### config.mk
export PLATFORM = sky130hd
export DESIGN_NAME = linear_queue_with_max_query
export DESIGN_NICKNAME = d
export VERILOG_FILES = /design/src/rtl/lqmax_pkg.sv /design/src/rtl/lqmax_cell.sv /design/src/rtl/linear_queue_with_max_query.sv
export SDC_FILE = /design/constraint.sdc
export NUM_CORES = 2
export LEC_CHECK = 0
export BUFFER_PORTS_ARGS = -buffer_cell sky130_fd_sc_hd__clkbuf_2
export CAP_MARGIN = 30
export CORE_ASPECT_RATIO = 1.75
export CORE_MARGIN = 2
export CORE_UTILIZATION = 25
export CTS_BUF_LIST = sky130_fd_sc_hd__clkbuf_4 sky130_fd_sc_hd__clkbuf_8
export CTS_CLUSTER_SIZE = 8
export DETAILED_ROUTE_END_ITERATION = 16
export MAX_ROUTING_LAYER = met4
export PLACE_DENSITY = 0.42
export SYNTH_ARGS = -nofsm -noshare
export SYNTH_HDL_FRONTEND = slang
export SYNTH_HIERARCHICAL = 1
export SYNTH_SLANG_ARGS = --single-unit
### constraint.sdc
create_clock -name clk -period 7 [get_ports clk]
set_clock_uncertainty 0.2 [all_clocks]
set_input_delay 1.4 -clock clk [delete_from_list [all_inputs] [get_ports clk]]
set_output_delay 1.4 -clock clk [all_outputs]
set_load 0.02 [all_outputs]
### src/rtl/lqmax_pkg.sv
// shared types and codes for the linear queue with maximum query
package lqmax_pkg;

  localparam int DEPTH_DEF = 16;
  localparam int VAL_W     = 32;

  localparam logic [1:0] KIND_ENQ   = 2'd0;
  localparam logic [1:0] KIND_DEQ   = 2'd1;
  localparam logic [1:0] KIND_QUERY = 2'd2;

  localparam logic [1:0] STAT_OK    = 2'd0;
  localparam logic [1:0] STAT_FULL  = 2'd1;
  localparam logic [1:0] STAT_EMPTY = 2'd2;

  typedef struct packed {
    logic [1:0]              kind;
    logic signed [VAL_W-1:0] value;
  } in_beat_t;

  typedef struct packed {
    logic [1:0]              status;
    logic signed [VAL_W-1:0] popped_value;
    logic signed [VAL_W-1:0] front_value;
    logic signed [VAL_W-1:0] max_value;
    logic                    is_empty;
    logic                    is_full;
  } out_beat_t;

  // running scan result handed from cell to cell
  typedef struct packed {
    logic                    tok;
    logic                    have;
    logic signed [VAL_W-1:0] maxv;
    logic signed [VAL_W-1:0] front;
    logic signed [VAL_W-1:0] popped;
  } scan_t;

  // per-cell control decoded at the top level
  typedef struct packed {
    logic wr_en;
    logic held;
    logic pop_hit;
  } cell_ctl_t;

  typedef enum logic [1:0] {
    ST_IDLE,
    ST_SCAN,
    ST_HOLD
  } state_t;

endpackage

### src/rtl/lqmax_cell.sv
// one queue slot with its stage of the running maximum scan
module lqmax_cell (
  input  logic                              clk,
  input  logic                              rst_n,
  input  lqmax_pkg::cell_ctl_t              ctl,
  input  logic signed [lqmax_pkg::VAL_W-1:0] wr_data,
  input  lqmax_pkg::scan_t                  scan_in,
  output lqmax_pkg::scan_t                  scan_out
);

  logic signed [lqmax_pkg::VAL_W-1:0] slot_r;
  logic                               tok_r;
  logic                               have_r;
  logic signed [lqmax_pkg::VAL_W-1:0] maxv_r;
  logic signed [lqmax_pkg::VAL_W-1:0] front_r;
  logic signed [lqmax_pkg::VAL_W-1:0] popped_r;

  logic                               have_nxt;
  logic signed [lqmax_pkg::VAL_W-1:0] maxv_nxt;
  logic signed [lqmax_pkg::VAL_W-1:0] front_nxt;
  logic signed [lqmax_pkg::VAL_W-1:0] popped_nxt;

  always_comb begin
    have_nxt   = scan_in.have | ctl.held;
    maxv_nxt   = scan_in.maxv;
    front_nxt  = scan_in.front;
    popped_nxt = ctl.pop_hit ? slot_r : scan_in.popped;
    if (ctl.held) begin
      if (!scan_in.have) begin
        // first held slot is the head
        maxv_nxt  = slot_r;
        front_nxt = slot_r;
      end else if (slot_r > scan_in.maxv) begin
        maxv_nxt = slot_r;
      end
    end
  end

  always_ff @(posedge clk) begin
    if (ctl.wr_en) begin
      slot_r <= wr_data;
    end
  end

  always_ff @(posedge clk) begin
    if (!rst_n) begin
      tok_r <= 1'b0;
    end else begin
      tok_r <= scan_in.tok;
    end
  end

  // data holds once the token has passed, so the chain end stays readable
  always_ff @(posedge clk) begin
    if (scan_in.tok) begin
      have_r   <= have_nxt;
      maxv_r   <= maxv_nxt;
      front_r  <= front_nxt;
      popped_r <= popped_nxt;
    end
  end

  assign scan_out.tok    = tok_r;
  assign scan_out.have   = have_r;
  assign scan_out.maxv   = maxv_r;
  assign scan_out.front  = front_r;
  assign scan_out.popped = popped_r;

endmodule

### src/rtl/linear_queue_with_max_query.sv
// top level: linear array queue of signed values with a maximum query
// An item (enqueue, dequeue or status query) is taken when the block is idle.
// The queue pointers and the slot write update at the accept edge; then a
// token walks down a row of DEPTH cells, one cell per cycle, carrying the
// running maximum, the head value and the dequeued value. The result beat is
// loaded into the output register once the token has left the last cell and
// the register is free, and the next input beat can be accepted in the cycle
// after the result enters the output register, so the block takes one item
// at a time. A finished result waits in the output register while the next
// item is already being worked on. Slots are written once
// only: the write count never falls, so the queue reports full once DEPTH
// values have been written, even after dequeues. An empty queue reports zero
// for the front and maximum values with is_empty set; kind code 3 acts as a
// status query.
module linear_queue_with_max_query #(
  parameter int DEPTH = lqmax_pkg::DEPTH_DEF
) (
  input  logic                 clk,
  input  logic                 rst_n,
  input  logic                 in_valid,
  output logic                 in_ready,
  input  lqmax_pkg::in_beat_t  in_beat,
  output logic                 out_valid,
  input  logic                 out_ready,
  output lqmax_pkg::out_beat_t out_beat
);

  localparam int IW = $clog2(DEPTH + 1);
  localparam logic [IW-1:0] DEPTH_IW = IW'(DEPTH);

  // queue pointers, counts from 0 up to DEPTH
  logic [IW-1:0]     head_r, head_nxt;
  logic [IW-1:0]     wr_r, wr_nxt;
  logic [IW-1:0]     pop_idx_r;
  logic              pop_en_r;
  logic [1:0]        status_r, status_nxt;
  logic              start_r;
  lqmax_pkg::state_t state_r, state_nxt;

  logic                 out_valid_r;
  lqmax_pkg::out_beat_t out_beat_r;

  logic accept;
  logic full, empty;
  logic enq_ok, deq_ok;
  logic out_free;
  logic load_out;

  lqmax_pkg::scan_t     chain [DEPTH+1];
  lqmax_pkg::cell_ctl_t ctl   [DEPTH];

  assign full     = (wr_r == DEPTH_IW);
  assign empty    = (head_r >= wr_r);
  assign in_ready = (state_r == lqmax_pkg::ST_IDLE);
  assign accept   = in_valid & in_ready;
  assign out_free = !out_valid_r || out_ready;

  assign enq_ok = (in_beat.kind == lqmax_pkg::KIND_ENQ) && !full;
  assign deq_ok = (in_beat.kind == lqmax_pkg::KIND_DEQ) && !empty;

  always_comb begin
    head_nxt   = head_r;
    wr_nxt     = wr_r;
    status_nxt = lqmax_pkg::STAT_OK;
    case (in_beat.kind)
      lqmax_pkg::KIND_ENQ: begin
        if (full) begin
          status_nxt = lqmax_pkg::STAT_FULL;
        end else begin
          wr_nxt = wr_r + IW'(1);
        end
      end
      lqmax_pkg::KIND_DEQ: begin
        if (empty) begin
          status_nxt = lqmax_pkg::STAT_EMPTY;
        end else begin
          head_nxt = head_r + IW'(1);
        end
      end
      default: begin
        // status query: nothing moves
      end
    endcase
  end

  always_ff @(posedge clk) begin
    if (!rst_n) begin
      head_r  <= '0;
      wr_r    <= '0;
      start_r <= 1'b0;
    end else begin
      start_r <= accept;
      if (accept) begin
        head_r <= head_nxt;
        wr_r   <= wr_nxt;
      end
    end
  end

  // per-item bookkeeping, meaningful only while its scan runs
  always_ff @(posedge clk) begin
    if (accept) begin
      status_r  <= status_nxt;
      pop_en_r  <= deq_ok;
      pop_idx_r <= head_r;
    end
  end

  // chain head: token enters with nothing found yet
  assign chain[0].tok    = start_r;
  assign chain[0].have   = 1'b0;
  assign chain[0].maxv   = '0;
  assign chain[0].front  = '0;
  assign chain[0].popped = '0;

  for (genvar i = 0; i < DEPTH; i++) begin : g_cell
    localparam logic [IW-1:0] IDX = IW'(i);

    // a slot is held when it lies between head and write position
    assign ctl[i].wr_en   = accept && enq_ok && (wr_r == IDX);
    assign ctl[i].held    = (IDX >= head_r) && (IDX < wr_r);
    assign ctl[i].pop_hit = pop_en_r && (pop_idx_r == IDX);

    lqmax_cell u_cell (
      .clk      (clk),
      .rst_n    (rst_n),
      .ctl      (ctl[i]),
      .wr_data  (in_beat.value),
      .scan_in  (chain[i]),
      .scan_out (chain[i+1])
    );
  end

  // sequencer: wait for the token to leave the last cell, then hand off
  always_comb begin
    state_nxt = state_r;
    load_out  = 1'b0;
    case (state_r)
      lqmax_pkg::ST_IDLE: begin
        if (accept) begin
          state_nxt = lqmax_pkg::ST_SCAN;
        end
      end
      lqmax_pkg::ST_SCAN: begin
        if (chain[DEPTH].tok) begin
          if (out_free) begin
            load_out  = 1'b1;
            state_nxt = lqmax_pkg::ST_IDLE;
          end else begin
            state_nxt = lqmax_pkg::ST_HOLD;
          end
        end
      end
      lqmax_pkg::ST_HOLD: begin
        // chain end keeps its data until the next token
        if (out_free) begin
          load_out  = 1'b1;
          state_nxt = lqmax_pkg::ST_IDLE;
        end
      end
      default: begin
        state_nxt = lqmax_pkg::ST_IDLE;
      end
    endcase
  end

  always_ff @(posedge clk) begin
    if (!rst_n) begin
      state_r <= lqmax_pkg::ST_IDLE;
    end else begin
      state_r <= state_nxt;
    end
  end

  // output register
  always_ff @(posedge clk) begin
    if (!rst_n) begin
      out_valid_r <= 1'b0;
    end else if (load_out) begin
      out_valid_r <= 1'b1;
    end else if (out_ready) begin
      out_valid_r <= 1'b0;
    end
  end

  always_ff @(posedge clk) begin
    if (load_out) begin
      out_beat_r.status       <= status_r;
      out_beat_r.popped_value <= pop_en_r ? chain[DEPTH].popped : '0;
      out_beat_r.front_value  <= chain[DEPTH].have ? chain[DEPTH].front : '0;
      out_beat_r.max_value    <= chain[DEPTH].have ? chain[DEPTH].maxv : '0;
      out_beat_r.is_empty     <= empty;
      out_beat_r.is_full      <= full;
    end
  end

  assign out_valid = out_valid_r;
  assign out_beat  = out_beat_r;

endmodule

# Word level (Yosys, flattened, before mapping)
# Index checks and enable logic that the tools add are counted.
# classes
addsub	2
magnitude_cmp	48
eq_ne	37
n_mux	103
bitwise_logic	18
n_reduce_logical	63
# ops
cell	n
$mux 32	90
$gt 32x32->1	15
$eq 5x4->1 const B	16
$logic_and 1x1->1	51
$eq 5x3->1 const B	8
$ge 4x5->1 const A	8
$lt 4x5->1 const A	8
$eq 5x2->1 const B	4
$ge 3x5->1 const A	4
$lt 3x5->1 const A	4
$or 1x1->1	15
$add 5x1->5 const B	2
$eq 5x1->1 const B	2
$ge 1x5->1 const A	2
$ge 2x5->1 const A	2
$logic_not 5->1	2
$lt 1x5->1 const A	2
$lt 2x5->1 const A	2
$mux 2	5
$reduce_and 3->1	3
$pmux 2 s3	1
$eq 5x5->1 const B	1
$ge 5x5->1	1
$mux 1	5
12 further kinds	18
# totals
register_bits	2170
inputBits	38

# Depth between registers and ports, before layout
# depth
depth_word	6
mapped_depth	12
ltp_nobuf	10

# Modules after synthesis
# Netlist, hierarchy kept.
# by_module_without_submodules
mod	n_inst	cells_each	area_each_um2
lqmax_cell at g_cell[0].u_cell ...	14	359	6034.5
lqmax_cell at g_cell[8].u_cell ...	2	361	6073.3
linear_queue_with_max_query	1	426	5355.1

# Worst setup path before layout
# OpenSTA, ideal clock, no wires.
# synth_path
path_type	input to register
start	input port out_ready
end	register out_beat_r, in the netlist out_beat[0], enable pin
setup_ps	562
arrival_ps	5644
required_ps	6238
path_slack_ps	594
stages	2
path_buffers	0
path_cell_list	nor2b_1 > nor2_1
# synth_via
elab_chain_cells	4
# synth_rtl
item	line	rtl
start, declared	linear_queue_with_max_query.sv:24	input logic out_ready,
$logic_or 1x1->1 (*)	linear_queue_with_max_query.sv:56	assign out_free = !out_valid_r || out_ready;
$mux 1 (*)	linear_queue_with_max_query.sv:146, linear_queue_with_max_query.sv:156	
$mux 1	linear_queue_with_max_query.sv:145	if (chain[DEPTH].tok) begin
$pmux 1 s2 (*)	linear_queue_with_max_query.sv:138	case (state_r)
named net load_out	linear_queue_with_max_query.sv:47	logic load_out;
end, declared	linear_queue_with_max_query.sv:41	lqmax_pkg::out_beat_t out_beat_r;
# Mark *: on every way through the listed nets, which the timed path passes. The rest lies on a longest branch.
# A chain may end at the register's enable or synchronous reset.

==> metrics.md <==
| Metric | Value |
|---|---|
| CTS buffer count | `between 300 and 400` |
| Finished Cell Area | `0.117 mm2` |
| Htree depth | `5` |
| Setup Fix Bufs, Post-CTS | `0` |
| Layout cell share with drive strength beyond 1 | `35.3%` |
| Overflow after GRT | `0` |
| Relative slew slack | `14.7%` |
| Final setup vio count | `0` |
| Drt first pass iters | `5` |
| Startpoint Class | `flip-flop` |
| Cell mode on critical path | `buf_4` |
| Cts repair resizes | `0` |
| Slowest-stage cell, CP | `dfxtp_1` |
| Worst-path clk slew | `70 ps` |
| FF-to-FF setup slack | `2100 ps` |
| RSZ-0062 raised after global routing | `no` |
| Util after Layout | `between 20 and 30%` |
| Reg2Reg Launch Point | `wr_r[2]$_SDFFE_PN0P_` |
| Initial antenna violation count | `11` |
| Drt drc | `0` |
| Setup crit end kind | `flip-flop` |
| First-pass GRT wire length | `362000 um` |
| CTS Hold Bufs | `0` |
| Routed Antenna Nets | `0` |
| Final min period | `4900 ps` |
| Worst-margin pin slew | `~1300 ps` |
| Required time worst endpoint | `7570 ps` |
| Period utilisation layout | `70.1%` |
| Core Rows | `310` |
| Worst Path Arrival | `5480 ps` |
| Clk sinks | `2202` |
| R2R cell count | `12` |
| RR Endpoint | `g_cell[13].u_cell/maxv_r[31]$_DFFE_PP_` |
| Final TNS setup | `0 ps` |
| Vias | `~50000` |
| Clock power frac | `42.3%` |
| Post-synth EDFFs | `2172` |
| Sequential power share | `between 50% and 60%` |
| Worst-Skew Late Latency | `1030 ps` |
| Die area | `between 0.4 and 0.5 mm2` |
| Worst-path cell chain | `inv_2 > nor2_1 > a21oi_1 > a311oi_1 > buf_4 > nand2b_2 > buf_4 > nand4b_1 > a2111oi_2 > a21oi_4 > buf_4 > mux2_2` |
| #FFs+latches synth | `2202` |
| Max Clk Rate | `~200 MHz` |
| Initial Utilization | `25.1%` |
| Switch share | `21.2%` |
| Worst stage delay on the critical path | `770 ps` |
| Routed WL | `245000 um` |
| Netlist cell types | `69` |
| Psw | `0.00549 W` |
| Layout Nets | `7255` |
| Maximum vdd drop | `0.000131 V` |
| DIE HEIGHT | `between 800 and 900 um` |
| Crit-path max FO | `34` |
| CTS tree | `done` |
| Mean post-synth cell area | `roughly 17 um2` |
| Ys flop type | `edfxtp_1` |
| Max-cap violations | `0` |
| Hold Path Depth | `0` |
| Vias per inst | `4.07` |
| Synthesized area | `0.102 mm2` |
| Origin of the worst min-delay path | `status_r[0]$_DFFE_PP_` |
| Combinational Power Share | `1.8%` |
| Outcome | `completed` |
| All-layer global routing usage | `12.0%` |
| PD cells | `222 mW/mm2` |
| DP Wirelength | `between 150000 and 200000 um` |
| IO Pins | `140` |
| Core Area | `0.406 mm2` |
| Synth Instances | `6174` |
| Dpl ws | `2100 ps` |
| Internal power | `0.0204 W` |
| Leak | `around 42 nW` |
| Number of global-route vias before repair | `between 50000 and 60000` |
| Async S/R FF share, synth | `0%` |
| Pins Over Slew Limit | `0` |
| PortBufs | `139` |
| Clock Path Buffers | `4` |
| Crit Path Class | `flip-flop to flip-flop` |
| DR WL/cell | `20.0 um` |
| Hold Crit Class | `flip-flop to flip-flop` |
| Largest net degree at the start of global routing | `69` |
| Area delta synth->final | `14.3%` |
| Final Worst Setup Slack | `2100 ps` |
| Hold Vio Cnt, Final | `0` |
| Final GP Congestion | `0.827` |
| Initial DRC count | `between 2000 and 2500` |
| Area after DPL | `0.110 mm2` |
| Clock root cell | `clkbuf_8` |
| Worst Hold Path EP | `out_beat[98]$_DFFE_PP_` |
| Yosys Warn Count | `6` |
| Register area share after synthesis | `between 60% and 70%` |
| Die Span X | `487 um` |
-- area by class of cell --
class,instances,area (um2)
antenna,7,17.5
clock buffer,496,6110
clock inverter,128,711
fill,40600,290000
inverter,526,1970
multi-input combinational,3348,33600
sequential,2202,65900
tap,5304,6640
timing repair buffer,248,1610
-- synthesized netlist by cell type, drive strengths merged, types with 18 or more instances --
| cell type | number | area share (%) |
|---|---|---|
| o211ai | 30 | 0.22 |
| a21o | 47 | 0.35 |
| nor2 | 61 | 0.23 |
| and2 | 127 | 0.78 |
| a221o | 28 | 0.27 |
| edfxtp | 2172 | 64 |
| nand2b | 36 | 0.22 |
| nand4 | 71 | 0.47 |
| nand3 | 65 | 0.32 |
| o21a | 42 | 0.31 |
| and4 | 42 | 0.36 |
| mux2 | 1520 | 19 |
| nand2 | 145 | 0.54 |
| a21oi | 193 | 1.0 |
| o21ai | 47 | 0.23 |
| nor3 | 47 | 0.23 |
| inv | 526 | 1.9 |
| ha | 526 | 6.5 |
| dfxtp | 30 | 0.59 |
| clkbuf | 95 | 0.35 |
| nor2b | 18 | 0.11 |
| buf | 134 | 1.0 |
-- worst max-delay path by stage --
stage                           startpoint                                     end  slack, ps
floorplan                        out_ready                   out_beat[0]$_DFFE_PP_        590
global placement      wr_r[2]$_SDFFE_PN0P_  g_cell[12].u_cell/maxv_r[25]$_DFFE_PP_       1620
detailed placement             in_beat[33]   g_cell[13].u_cell/slot_r[5]$_DFFE_PP_       2100
CTS                 head_r[1]$_SDFFE_PN0P_   g_cell[0].u_cell/maxv_r[22]$_DFFE_PP_       2150
global route          wr_r[2]$_SDFFE_PN0P_  g_cell[13].u_cell/maxv_r[31]$_DFFE_PP_       1940
finish                wr_r[2]$_SDFFE_PN0P_  g_cell[13].u_cell/maxv_r[31]$_DFFE_PP_       2100
-- stage by stage --
| stage | hold slack, ps | total power, W | cells |
|---|---|---|---|
| global placement | 207 | 0.0152 | 11600 |
| finish | 222 | 0.0259 | 12300 |
| global route | 222 | 0.0271 | 12300 |
| floorplan | 200 | 0.0150 | 6305 |
| detailed placement | 228 | 0.0153 | 11600 |
| CTS | 220 | 0.0265 | 12300 |
-- state kept, by name, summed over array words and instances, names as in the netlist --
register / count
out_beat: 100
pop_en_r: 1
out_valid: 1
status_r: 2
g_cell.u_cell/front_r: 512
start_r: 1
g_cell.u_cell/popped_r: 512
g_cell.u_cell/slot_r: 512
g_cell.u_cell/have_r: 16
g_cell.u_cell/tok_r: 16
wr_r: 5
pop_idx_r: 5
g_cell.u_cell/maxv_r: 512
state_r: 2
head_r: 5
-- cell usage in the layout, fill, tap and decap left out, types with 114 or more instances in the layout --
cell type	Yosys	routed
edfxtp_1	2172	2172
mux2_2	1040	1040
ha_1	526	526
inv_1	525	525
mux2_4	480	480
clkbuf_8	0	382
a21oi_1	177	177
nand2_1	144	144
clkbuf_2	1	139
conb_1	1	132
and2_1	127	127
clkbuf_4	0	114
-- worst max-delay path: cells and delay by family (launching register included) --
kind / cells / cell delay (ps)
buffers and inverters: 4 / 1160
multiplexers: 1 / 390
AO/OA/AOI/OAI: 4 / 1560
AND/OR/NAND/NOR: 3 / 550
flip-flops: 1 / 770
-- power by group through the flow --
stage | Clock (W) | Combinational [W] | Sequential [W]
5_1_grt | 0.0120 | 0.000519 | 0.0145
3_3_place_gp | 0 | 0.000467 | 0.0148
3_5_place_dp | 0 | 0.000476 | 0.0148
4_1_cts | 0.0115 | 0.000479 | 0.0145
6_report | 0.0110 | 0.000462 | 0.0145
2_1_floorplan | 0 | 0.000267 | 0.0148
-- metal layers --
metal	vias up	track usage [%]	routed length (um)
li1	24400	-	-
met1	24000	10.9	83100
met2	997	23.4	138000
met3	562	1.87	8410
met4	0	6.97	15600
met5	-	-	0
-- cell families after synthesis --
logic type,after synthesis,share of synthesized area [%]
other cells,1,0.00368
flops,2202,64.5
simple gates,694,3.92
xor+xnor,5,0.0429
mux,1521,18.6
fa+ha+maj,526,6.45
compound gates,470,3.20
buf+inv,755,3.28
Note: power is estimated with default switching activity, not from simulation.
